==> src/rtl/fhlu_pkg.sv <==
// Shared constants, codes and types for the FIFO handoff lock unit.
package fhlu_pkg;

  localparam int ID_BITS     = 4;
  localparam int QUEUE_DEPTH = 16;
  localparam int PTR_BITS    = (QUEUE_DEPTH > 1) ? $clog2(QUEUE_DEPTH) : 1;
  localparam int CNT_BITS    = $clog2(QUEUE_DEPTH + 1);

  typedef enum logic [1:0] {
    FUNC_ACQUIRE = 2'd0,
    FUNC_RELEASE = 2'd1,
    FUNC_QUERY   = 2'd2
  } func_t;

  typedef enum logic [2:0] {
    ST_GRANTED   = 3'd0,
    ST_ALREADY   = 3'd1,
    ST_QUEUED    = 3'd2,
    ST_FULL      = 3'd3,
    ST_NOT_OWNER = 3'd4,
    ST_HANDED    = 3'd5,
    ST_RELEASED  = 3'd6,
    ST_QUERY     = 3'd7
  } status_t;

  typedef struct packed {
    logic load_req;  // capture the request word and read the queue head
    logic execute;   // apply the request and register its result
  } ctrl_cmd_t;

endpackage

==> src/rtl/fhlu_ram.sv <==
// Generic single-write, single-read RAM with registered read data.
module fhlu_ram #(
  parameter int WIDTH = 8,
  parameter int DEPTH = 16,
  parameter int AW    = (DEPTH > 1) ? $clog2(DEPTH) : 1
) (
  input  logic             clk,
  input  logic             we,
  input  logic [AW-1:0]    waddr,
  input  logic [WIDTH-1:0] wdata,
  input  logic             re,
  input  logic [AW-1:0]    raddr,
  output logic [WIDTH-1:0] rdata
);

  logic [WIDTH-1:0] mem [DEPTH];

  always_ff @(posedge clk) begin
    if (we) begin
      mem[waddr] <= wdata;
    end
    if (re) begin
      rdata <= mem[raddr];
    end
  end

endmodule

==> src/rtl/fhlu_ctrl.sv <==
// Controller state machine: sequences accept, execute and the result strobe.
module fhlu_ctrl (
  input  logic               clk,
  input  logic               rst,
  input  logic               start,
  output logic               busy,
  output logic               done,
  output fhlu_pkg::ctrl_cmd_t cmd
);

  typedef enum logic [1:0] {
    S_IDLE = 2'b01,
    S_EXEC = 2'b10
  } state_t;

  state_t state;
  state_t state_next;

  always_comb begin
    state_next   = state;
    cmd.load_req = 1'b0;
    cmd.execute  = 1'b0;
    case (state)
      S_IDLE: begin
        if (start) begin
          cmd.load_req = 1'b1;
          state_next   = S_EXEC;
        end
      end
      S_EXEC: begin
        cmd.execute = 1'b1;
        state_next  = S_IDLE;
      end
      default: begin
        state_next = S_IDLE;
      end
    endcase
  end

  always_ff @(posedge clk) begin
    if (rst) begin
      state <= S_IDLE;
      done  <= 1'b0;
    end else begin
      state <= state_next;
      done  <= cmd.execute;
    end
  end

  assign busy = (state != S_IDLE);

endmodule

==> src/rtl/fhlu_datapath.sv <==
// Datapath: lock owner, wait queue pointers and count, and the result registers.
module fhlu_datapath (
  input  logic                clk,
  input  logic                rst,
  input  fhlu_pkg::ctrl_cmd_t cmd,
  input  logic [1:0]          func,
  input  logic [3:0]          requester_id,
  output logic [2:0]          status,
  output logic [3:0]          woken_id,
  output logic                caller_owns,
  output logic                lock_busy
);

  localparam int IB = fhlu_pkg::ID_BITS;
  localparam int PB = fhlu_pkg::PTR_BITS;
  localparam int CB = fhlu_pkg::CNT_BITS;

  logic [1:0]    req_func;
  logic [IB-1:0] req_id;

  logic          lock_held;
  logic [IB-1:0] owner_id;
  logic [PB-1:0] fifo_head;
  logic [PB-1:0] fifo_tail;
  logic [CB-1:0] waiting_count;

  logic          lock_held_next;
  logic [IB-1:0] owner_id_next;
  logic [PB-1:0] fifo_head_next;
  logic [PB-1:0] fifo_tail_next;
  logic [CB-1:0] waiting_count_next;
  logic [2:0]    status_next;
  logic [IB-1:0] woken_next;

  logic          owns;
  logic          push;
  logic [IB-1:0] head_data;

  fhlu_ram #(
    .WIDTH (IB),
    .DEPTH (fhlu_pkg::QUEUE_DEPTH),
    .AW    (PB)
  ) u_wait_fifo (
    .clk   (clk),
    .we    (push),
    .waddr (fifo_tail),
    .wdata (req_id),
    .re    (cmd.load_req),
    .raddr (fifo_head),
    .rdata (head_data)
  );

  function automatic logic [PB-1:0] next_slot(input logic [PB-1:0] p);
    return (p == PB'(fhlu_pkg::QUEUE_DEPTH - 1)) ? '0 : p + PB'(1);
  endfunction

  assign owns = lock_held && (owner_id == req_id);

  always_comb begin
    lock_held_next     = lock_held;
    owner_id_next      = owner_id;
    fifo_head_next     = fifo_head;
    fifo_tail_next     = fifo_tail;
    waiting_count_next = waiting_count;
    woken_next         = '0;
    push               = 1'b0;
    status_next        = fhlu_pkg::ST_QUERY;
    case (req_func)
      fhlu_pkg::FUNC_ACQUIRE: begin
        if (owns) begin
          status_next = fhlu_pkg::ST_ALREADY;
        end else if (!lock_held) begin
          lock_held_next = 1'b1;
          owner_id_next  = req_id;
          status_next    = fhlu_pkg::ST_GRANTED;
        end else if (waiting_count < CB'(fhlu_pkg::QUEUE_DEPTH)) begin
          push               = cmd.execute;
          fifo_tail_next     = next_slot(fifo_tail);
          waiting_count_next = waiting_count + CB'(1);
          status_next        = fhlu_pkg::ST_QUEUED;
        end else begin
          status_next = fhlu_pkg::ST_FULL;
        end
      end
      fhlu_pkg::FUNC_RELEASE: begin
        if (!owns) begin
          status_next = fhlu_pkg::ST_NOT_OWNER;
        end else if (waiting_count != '0) begin
          // hand the lock straight to the oldest waiter
          woken_next         = head_data;
          owner_id_next      = head_data;
          fifo_head_next     = next_slot(fifo_head);
          waiting_count_next = waiting_count - CB'(1);
          status_next        = fhlu_pkg::ST_HANDED;
        end else begin
          lock_held_next = 1'b0;
          owner_id_next  = '0;
          status_next    = fhlu_pkg::ST_RELEASED;
        end
      end
      default: begin
        status_next = fhlu_pkg::ST_QUERY;
      end
    endcase
  end

  always_ff @(posedge clk) begin
    if (cmd.load_req) begin
      req_func <= func;
      req_id   <= requester_id[IB-1:0];
    end
    if (cmd.execute) begin
      status      <= status_next;
      woken_id    <= 4'(woken_next);
      caller_owns <= lock_held_next && (owner_id_next == req_id);
      lock_busy   <= lock_held_next;
    end
  end

  always_ff @(posedge clk) begin
    if (rst) begin
      lock_held     <= 1'b0;
      owner_id      <= '0;
      fifo_head     <= '0;
      fifo_tail     <= '0;
      waiting_count <= '0;
    end else if (cmd.execute) begin
      lock_held     <= lock_held_next;
      owner_id      <= owner_id_next;
      fifo_head     <= fifo_head_next;
      fifo_tail     <= fifo_tail_next;
      waiting_count <= waiting_count_next;
    end
  end

endmodule

==> src/rtl/fifo_handoff_lock_unit.sv <==
// Top level of the FIFO handoff lock unit: controller plus datapath.
// A request (func, requester_id) is taken at a clock edge where start is high
// and busy is low. Busy then stays high while it executes, and the result
// appears on status, woken_id, caller_owns and lock_busy for exactly one cycle
// with done high, the cycle after that; the receiver must take it then, it
// cannot be held. A new request may be started in that same done cycle, but
// not while busy. The accept and execute steps come from the wait queue
// memory: its head entry is read with registered output at accept, and the
// request is applied in the execute cycle that follows. An acquire on a lock
// held by another id queues the caller (status queued) or, with the queue
// full, reports queue full; a release by the owner hands the lock to the
// oldest waiter and reports its id on woken_id, or frees the lock.
module fifo_handoff_lock_unit (
  input  logic       clk,
  input  logic       rst,
  input  logic       start,
  output logic       busy,
  input  logic [1:0] func,
  input  logic [3:0] requester_id,
  output logic       done,
  output logic [2:0] status,
  output logic [3:0] woken_id,
  output logic       caller_owns,
  output logic       lock_busy
);

  fhlu_pkg::ctrl_cmd_t cmd;

  fhlu_ctrl u_ctrl (
    .clk   (clk),
    .rst   (rst),
    .start (start),
    .busy  (busy),
    .done  (done),
    .cmd   (cmd)
  );

  fhlu_datapath u_datapath (
    .clk          (clk),
    .rst          (rst),
    .cmd          (cmd),
    .func         (func),
    .requester_id (requester_id),
    .status       (status),
    .woken_id     (woken_id),
    .caller_owns  (caller_owns),
    .lock_busy    (lock_busy)
  );

endmodule

==> config.mk <==
export PLATFORM = sky130hd
export DESIGN_NAME = fifo_handoff_lock_unit
export DESIGN_NICKNAME = d
export VERILOG_FILES = /design/src/rtl/fhlu_pkg.sv /design/src/rtl/fhlu_ram.sv /design/src/rtl/fhlu_ctrl.sv /design/src/rtl/fhlu_datapath.sv /design/src/rtl/fifo_handoff_lock_unit.sv
export SDC_FILE = /design/constraint.sdc
export NUM_CORES = 1
export LEC_CHECK = 0
export BUFFER_PORTS_ARGS = -buffer_cell sky130_fd_sc_hd__buf_2
export CAP_MARGIN = 20
export CORE_AREA = 2 2 105 81
export CTS_CLUSTER_DIAMETER = 200
export DETAILED_ROUTE_END_ITERATION = 10
export DIE_AREA = 0 0 107 83
export PLACE_DENSITY_LB_ADDON = 0.2
export SYNTH_ARGS = -nofsm -noshare
export SYNTH_HDL_FRONTEND = slang
export SYNTH_HIERARCHICAL = 1
export SYNTH_SLANG_ARGS = --single-unit
export TNS_END_PERCENT = 30
==> constraint.sdc <==
create_clock -name clk -period 8.75 [get_ports clk]
set_input_delay 0.875 -clock clk [delete_from_list [all_inputs] [get_ports clk]]
set_output_delay 0.875 -clock clk [all_outputs]
set_load 0.01 [all_outputs]
# After elaboration in Yosys (flattened, before gate mapping)

Memory sizes are Yosys's and may differ from the RTL's. A register that Yosys moved wholly into a read port is not among the register bits.
Cells that the tools add are included.

Muxes and demuxes: 32
Bitwise logic cells: 2
Shift operators: 0
Multiply operators: 0
Reduce and logical (&&, ||, !) cells: 10
Divide/modulo/power cells: 0
Magnitude comparators: 1
Add/sub/neg operators: 4
Equal/unequal tests: 13

Operator list:

| cell                | count |
|---|---|
| $mux 5              | 5 |
| $mux 4              | 6 |
| $mux 1              | 13 |
| $ne 2x1->1 const B  | 5 |
| $pmux 5 s2          | 1 |
| $mux 3              | 3 |
| $add 4x1->4 const B | 2 |
| $eq 4x4->1          | 2 |
| $eq 4x4->1 const B  | 2 |
| $pmux 4 s2          | 1 |
| $reduce_and 7->1    | 1 |
| $pmux 3 s2          | 1 |
| $add 5x1->5 const B | 1 |
| $lt 5x5->1 const B  | 1 |
| $reduce_and 5->1    | 1 |
| $reduce_bool 5->1   | 1 |
| $sub 5x1->5 const B | 1 |
| $eq 2x1->1 const B  | 2 |
| $reduce_and 4->1    | 1 |
| $eq 2x2->1 const B  | 1 |
| $logic_and 1x1->1   | 2 |
| $logic_not 2->1     | 1 |
| $mux 2              | 1 |
| $ne 2x2->1 const B  | 1 |
| 5 further kinds     | 6 |

Bits in latches: 0
Output and inout port bits: 11
Memories: 1
Bits in writable memories: 64
Register bits: 36
Input bits: 9
Memory bits (read-only): 0

Memories:

| name                       | words | width | rd ports | clocked after memory_dff | wr ports | line           | source |
|---|---|---|---|---|---|---|---|
| u_datapath.u_wait_fifo.mem | 16    | 4     | 1        | 1                        | 1        | fhlu_ram.sv:16 | `logic [WIDTH-1:0] mem [DEPTH];` |

# Logic depth before layout (Yosys ltp)

Gate-level depths: netlist (run 1).

Depth after elaboration: 8
Gate-level depth with buffers: 9
Gate-level depth less buffers: 8

# Modules after synthesis

The synthesis (run 1) kept the hierarchy.

Modules (own cells, without submodules):

| module        | sequential area each (um2) | times used | area each (um2) | cells each |
|---|---|---|---|---|
| fhlu_ram      | 2042.0                     | 1          | 2706.3          | 130 |
| fhlu_datapath | 810.8                      | 1          | 1954.4          | 198 |
| fhlu_ctrl     | 60.1                       | 1          | 113.9           | 9 |

# Worst setup path before layout (run 1)

OpenSTA, ideal clock, no wires.

Kind: register -> register
Start: register u_ctrl.state[1]
End: memory u_datapath/u_wait_fifo/mem[0][0] in the netlist's numbering (enable)
Data arrival time: 2526 ps
Cell stages (with the launch flop): 8
Period minus slack after synthesis: 2887 ps
Setup slack: 5863 ps
Buffers on the path: 1
Required time: 8389 ps
Cells stage by stage: dfxtp_1 nor2b_1 clkbuf_2 and2b_1 nand4_4 inv_2 or3b_2 nor3_1

RTL lines:

| what                     | line            | source |
|---|---|---|
| start: declaration       | fhlu_ctrl.sv:16 | `state_t state;` |
| start signal: assignment | fhlu_ctrl.sv:45 | `state <= state_next;` |
| end: declaration         | fhlu_ram.sv:16  |  |

# Worst setup path in the final report (run 1)

Start: register u_datapath.req_id[3]
End: memory u_datapath/u_wait_fifo/mem[0][1] in the netlist's numbering (enable)

Cells in the longest elaborated chain, start to end: 6

Ends and longest elaborated chain:

| what                         | line                 | source |
|---|---|---|
| start: declaration           | fhlu_datapath.sv:19  | `logic [IB-1:0] req_id;` |
| start signal: assignment     | fhlu_datapath.sv:110 | `req_id <= requester_id[IB-1:0];` |
| $eq 4x4->1                   | fhlu_datapath.sv:57  | `assign owns = lock_held && (owner_id == req_id);` |
| $logic_and 1x1->1            | fhlu_datapath.sv:57  |  |
| $mux 1                       | fhlu_datapath.sv:70  | `if (owns) begin` |
| $mux 1                       | fhlu_datapath.sv:68  | `case (req_func)` |
| via u_datapath.push          | fhlu_datapath.sv:36  | `logic push;` |
| $mux 1                       | fhlu_ram.sv:19       | `if (we) begin` |
| $mux 1 (implied by the code) | fhlu_ram.sv:20       | `mem[waddr] <= wdata;` |

The timed path passes the listed nets, and every way through them passes these cells.

==> results of run 1 <==
-- per-stage QoR --
step,utilization (%),area [um^2]
4_1_cts,65.5,5120
3_5_place_dp,62.8,4910
6_report,65.5,5120
5_1_grt,65.5,5120
2_1_floorplan,-,4770
3_3_place_gp,62.8,4910
-- final timing paths --
check	start	endpoint	slack [ns]
worst min-delay path	u_ctrl/state[0]	u_ctrl/state[0]	0.50
worst min register to register	u_ctrl/state[0]	u_ctrl/state[0]	0.50
worst max-delay path	u_datapath/req_id[3]	u_datapath/u_wait_fifo/mem[0][1]	5.58
worst max register to register	u_datapath/req_id[3]	u_datapath/u_wait_fifo/mem[0][1]	5.58
-- synth_stat cells, drive strengths merged, types with 6 or more instances --
cell type / number
xnor2: 6
nand2b: 6
buf: 8
o21ai: 8
edfxtp: 83
nand3: 15
nor2: 32
dfxtp: 21
nor3: 11
inv: 15
a21oi: 16
mux4: 16
nand2: 20
-- sequential cells by signal, indices dropped and copies added (netlist names) --
| name | flops |
|---|---|
| u_datapath/u_wait_fifo/mem | 64 |
| u_datapath/waiting_count | 5 |
| u_datapath/fifo_head | 4 |
| u_datapath/fifo_tail | 4 |
| u_datapath/owner_id | 4 |
| u_datapath/req_id | 4 |
| u_datapath/u_wait_fifo/rdata | 4 |
| u_datapath/woken_id | 4 |
| u_datapath/status | 3 |
| u_ctrl/state | 2 |
| u_datapath/req_func | 2 |
| u_ctrl/done | 1 |
| u_datapath/caller_owns | 1 |
| u_datapath/lock_busy | 1 |
| u_datapath/lock_held | 1 |
-- cell families (layout without fill, tap and decap cells) --
group / Yosys count / count (layout) / share of synthesized area (%)
compound gates: 63 / 63 / 9.57
xor+xnor: 7 / 7 / 1.91
fa+ha+maj: 6 / 6 / 1.73
buf+inv: 28 / 51 / 3.33
flops: 104 / 104 / 61.0
mux: 18 / 18 / 9.09
simple gates: 111 / 111 / 13.4
-- area by class of cell --
cell class	instances	area, um^2	share of cell area, %
sequential	104	2910	56.9
multi-input combinational	205	1700	33.3
clock buffer	11	174	3.40
tap	105	131	2.57
timing repair buffer	20	103	2.00
inverter	15	56.3	1.10
clock inverter	5	40.0	0.782
-- report_power, final --
part / switching (uW) / internal, uW / total, uW
registers: 11.5 / 538 / 549
logic: 16.1 / 11.1 / 27.2
clock network: 169 / 142 / 311
total: 197 / 690 / 887
-- cell usage in the layout, fill, tap and decap left out, types with 3 or more instances in the layout --
master	netlist	routed
nand3_1	15	15
a22oi_1	4	4
nand2b_1	5	5
a21oi_1	15	15
nor2_1	31	31
inv_6	0	4
clkbuf_8	0	9
inv_1	14	14
nor2b_1	5	5
a31oi_1	5	5
nor3_1	8	8
xnor2_2	4	4
mux4_1	14	14
buf_2	2	19
a21o_1	4	4
o21ai_0	5	5
edfxtp_1	83	83
dfxtp_1	21	21
and4_1	3	3
ha_1	5	5
nand2_1	19	19
o21ai_1	3	3
-- metal layers --
metal	global-route usage [%]	part of all wire (%)	vias up
li1	-	-	1346
met5	0	0	-
met4	7.56	1.4	0
met1	36.3	48	1474
met3	6.04	7.6	16
met2	31.6	43	124
==> qor.yml, run 1 <==
status: "finished clean"
port-buffer-count: 19
syn-num-nets: 352
cp_slowest_cell: "edfxtp_1"
cts_resized: 0
finalNonFillerCells: 465
ys_ff_latch: 104
total_power_uw: 887
grt_pass1_wl_um: 15300
cp.depth: 6
relSlewSlack_pct: 28.5
setup_viol: 0
synth_top_area_cell: "edfxtp_1"
die-width_um: 107
tritoncts: "built"
wire_per_inst_um: 20.6
hold_buffers: 0
initialDrtViolationCount: 270
root_buffer: "clkbuf_8"
first_pass_iters: 5
synth_area_um2: 4770
maxSlewViolCount: 0
ant_nets: 0
ys_top_cells_by_area: "edfxtp_1, dfxtp_1, mux4_1, nor2_1, a21oi_1"
drv_cap: 0
dp_cells: 449
drc: 0
synth_area_per_cell_um2: 14.2
vias_per_cell: 6.37
yosysWarnings: 6
leakagePower_uw: 0.00174
rsz0062_at_grt: "false"
ys_types: 70
finalCriticalPeriod_ns: 3.17
areaGrowthSynthToFinish_pct: 7.23
synth_top_cell_area_share_pct: 52.2
path_common_cell: "nand4_4"
critPathBufInv: 1
synthArstFlopShare_pct: 0
htree_levels: 3
grt_max_degree: 24
cts_inserted_buffers: 9
setup_slack_ns: 5.58
wl_um: 9560
dpl.hpwl_um: 6520
gr-total-overflow: 0
hold_depth: 1
clockBufferDepth: 2
clkLatencyLatePin_ns: 0.38
cp_top_family: "simple AND/OR/NAND/NOR gates"
gp_routability_congestion: 0.864
place_ws_ns: 5.59
arrival_ns: 3.19
critPathMaxStageDelay_ns: 0.92
die_area_um2: 8880
worst_pin_slew_ns: 1.07
start_util_pct: 61.1
synthCells: 337
fillers: 588
path_cells: "xnor2_2 -> nand4_4 -> nand4_4 -> inv_2 -> or3b_2 -> nor3_1"
power_density_nw_per_um2: 173
die_h_um: 83
min_path_type: "reg2reg"
crit_type: "reg2reg"
cts.sinks: 104
layout.nets: 370
hold_violations: 0
rows: 28
clk_pin_slew_ns: 0.10
grt_pass1_vias: 2832
post-cts-setup-buffer-count: 0
seq_area_frac_synth_pct: 61.0
finalSetupTns_ns: 0
fin_skew_ns: 0.0112
vias: 2960
worstPathMaxFanout: 23
worstSetupStartpointType: "flop"
clock.fmax_ghz: 0.316
vdd_ir_drop_max_mv: 0.131
crit_required_ns: 8.77
synth_edf_count: 83
fin_hold_ws_ns: 0.497
drive_gt1_share_pct: 16.9
core_um2: 7810
min_period_over_period_pct: 36.2
synth_flop_cell: "edfxtp_1"
grt_antenna_before_repair: 0
diodes: 0
worst_setup_path_end_kind: "flop"
r2r_cells: 6
io_pins: 20
gr-usage-all-layers_pct: 23.2
Note: power is estimated with default switching activity, not from simulation.
==> run 2, diff against run 1 <==
Settings changed: ABC_AREA set to 1, CORE_AREA 2 2 105 81 to 2 2 108 84, DIE_AREA 0 0 107 83 to 0 0 110 86.
Clock period 8.75 ns to 3.1 ns, I/O delays scaled along.
==> run 2 against run 1 <==
Hold slack worse by 0.39 ns. Utilization shrank 0.11 points. Via count up 28%. Flip-flop and latch count did not move. Critical path type unchanged. Synthesized cell count up 64%. Clock skew decreased by 0.00068 ns.
==> qor.yml, run 2 <==
seq_area_frac_synth_pct: 57.3  # was 61.0%
top_register: "u_datapath/u_wait_fifo/mem"  # unchanged
min_period_over_period_pct: 81.9  # was 36.2%
cts_inserted_buffers: 9  # unchanged
gp_routability_congestion: 1.00  # was 0.864
status: "finished clean"  # unchanged
ys_types: 40  # was 70
worst_setup_path_end_kind: "flop"  # unchanged
clkLatencyLatePin_ns: 0.37  # was 0.38 ns
layout_common_cells: "nand2_1, inv_1, edfxtp_1, nand3_1, nor2_1"  # was edfxtp_1, nor2_1, dfxtp_1, buf_2, nand2_1
synthCells: 551  # was 337
synth_top_cell_area_share_pct: 49.1  # was 52.2%
first_pass_iters: 5  # unchanged
wire_per_inst_um: 16.4  # was 20.6 um
largest_register_ffs: 64  # unchanged
ys_ff_latch: 104  # unchanged
hp-start: "requester_id[2]"  # was u_ctrl/state[0]
maxSlewViolCount: 0  # unchanged
grt_pass1_vias: 3418  # was 2832
synth_top_area_cell: "edfxtp_1"  # unchanged
die_area_um2: 9460  # was 8880 um^2
fillers: 641  # was 588
rsz0062_at_grt: "false"  # unchanged
start_util_pct: 61.1  # about the same
fin_skew_ns: 0.0105  # was 0.0112 ns
hold_buffers: 0  # unchanged
crit_type: "reg2reg"  # unchanged
syn-num-nets: 566  # was 352
initialDrtViolationCount: 442  # was 270
gr-usage-all-layers_pct: 26.1  # was 23.2%
critPathMaxStageDelay_ns: 0.57  # was 0.92 ns
vias_per_cell: 5.53  # was 6.37
finalSetupTns_ns: 0  # unchanged
synthArstFlopShare_pct: 0  # unchanged
grt_antenna_before_repair: 0  # unchanged
yosysMostFrequentCell: "nand2_1"  # was edfxtp_1
die_h_um: 86  # was 83 um
setup_slack_ns: 0.561  # was 5.58 ns
areaGrowthSynthToFinish_pct: 7.02  # was 7.23%
rows: 29  # was 28
yosysWarnings: 6  # unchanged
multi_input_area_um2: 1670  # was 1700 um^2
clock.fmax_ghz: 0.394  # was 0.316 GHz
dpl.hpwl_um: 8210  # was 6520 um
finalCriticalPeriod_ns: 2.54  # was 3.17 ns
cp_slowest_cell: "edfxtp_1"  # unchanged
htree_levels: 3  # unchanged
layout.nets: 589  # was 370
vias: 3797  # was 2960
core_um2: 8310  # was 7810 um^2
rr_startpoint: "u_datapath/req_id[3]"  # unchanged
vdd_ir_drop_max_mv: 0.315  # was 0.131 mV
drive_gt1_share_pct: 12.6  # was 16.9%
cts.sinks: 104  # unchanged
seqCellArea_um2: 2910  # unchanged
synth_edf_count: 83  # unchanged
diodes: 0  # unchanged
crit_required_ns: 3.13  # was 8.77 ns
hold_violations: 0  # unchanged
leakagePower_uw: 0.00239  # was 0.00174 uW
worstPathMaxFanout: 10  # was 23
drv_cap: 0  # unchanged
synth_area_um2: 5080  # was 4770 um^2
worst_pin_slew_ns: 0.873  # was 1.07 ns
post-cts-setup-buffer-count: 0  # unchanged
largest_registers: "u_datapath/u_wait_fifo/mem (64), u_datapath/waiting_count (5)"  # unchanged
synth_area_per_cell_um2: 9.22  # was 14.2 um^2
clockBufferDepth: 2  # unchanged
die-width_um: 110  # was 107 um
ys_top_cells_by_area: "edfxtp_1, nand2_1, dfxtp_1, nand3_1, inv_1"  # was edfxtp_1, dfxtp_1, mux4_1, nor2_1, a21oi_1
grt_pass1_wl_um: 18000  # was 15300 um
power_density_nw_per_um2: 452  # was 173 nW/um^2
wl_um: 11300  # was 9560 um
synth_common_cells: "nand2_1, inv_1, edfxtp_1"  # was edfxtp_1, nor2_1, dfxtp_1
worstSetupStartpointType: "flop"  # unchanged
gr-total-overflow: 0  # unchanged
crit_path_start: "u_datapath/req_id[3]"  # unchanged
io_pins: 20  # unchanged
path_cells: "inv_1 -> nand2_1 -> nand2_4 -> nor2_8 -> nand3_4 -> nand4_1 -> inv_2 -> nand3_1 -> nor2_1"  # was xnor2_2 -> nand4_4 -> nand4_4 -> inv_2 -> or3b_2 -> nor3_1
tritoncts: "built"  # unchanged
grt_max_degree: 37  # was 24
clk_pin_slew_ns: 0.10  # about the same
drc: 0  # unchanged
synth_flop_cell: "edfxtp_1"  # unchanged
port-buffer-count: 19  # unchanged
ant_nets: 0  # unchanged
root_buffer: "clkbuf_8"  # unchanged
arrival_ns: 2.57  # was 3.19 ns
place_ws_ns: 0.611  # was 5.59 ns
layout_commonest_cell: "nand2_1"  # was edfxtp_1
cts_resized: 0  # unchanged
setup_viol: 0  # unchanged
relSlewSlack_pct: 41.7  # was 28.5%
min_path_type: "in2reg"  # was reg2reg
==> run 2: path summary, 6_finish.rpt <==
kind	endpoint	slack [ns]	cells after the start
worst max-delay path	u_datapath/u_wait_fifo/mem[13][2]	0.56	9
worst min-delay path	u_datapath/req_id[2]	0.11	1
worst max register to register	u_datapath/u_wait_fifo/mem[13][2]	0.56	9
worst min register to register	u_ctrl/state[0]	0.49	1
==> run 2: power by group <==
| part | internal, uW | switching, uW | leakage, uW |
|---|---|---|---|
| Clock | 327 | 477 | 0.0000956 |
| Sequential | 1520 | 15.5 | 0.000932 |
| Combinational | 36.0 | 82.1 | 0.00136 |
==> run 2: cell type report <==
type / count / area share, %
multi-input combinational: 335 / 30.8
clock inverter: 6 / 0.921
inverter: 97 / 6.84
timing repair buffer: 27 / 2.85
sequential: 104 / 53.6
clock buffer: 10 / 2.53
tap: 108 / 2.49
==> run 2: cell families (layout without fill, tap and decap cells) <==
kind of cell	count (synthesis)	in the layout	synth area share, %
simple gates	295	295	27.1
xor+xnor	4	4	0.690
fa+ha+maj	6	6	1.63
buf+inv	112	140	9.70
compound gates	30	30	3.50
flops	104	104	57.3
==> run 2: critical path, delay by kind of cell, from the launching register on <==
family | cells | cell delay [ns]
buffers and inverters | 2 | 0.37
AND/OR/NAND/NOR | 7 | 1.24
flip-flops | 1 | 0.57
==> run 2: metal layers <==
| metal | share of wire (%) | global-route usage (%) |
|---|---|---|
| met2 | 41 | 34.0 |
| met5 | 0 | 0 |
| met4 | 0.97 | 5.64 |
| met3 | 12 | 7.90 |
| met1 | 46 | 42.4 |
==> run 2: stage by stage <==
step | power [uW] | hold slack (ns) | instance area (um^2) | instances | util, %
3_5_place_dp | 1680 | 0.463 | 5250 | 671 | 63.2
4_1_cts | 2460 | 0.0942 | 5440 | 687 | 65.4
5_1_grt | 2540 | 0.0873 | 5440 | 687 | 65.4
3_3_place_gp | 1680 | 0.460 | 5250 | 671 | 63.2
6_report | 2450 | 0.106 | 5440 | 687 | 65.4
2_1_floorplan | 1640 | 0.377 | 5080 | 551 | -
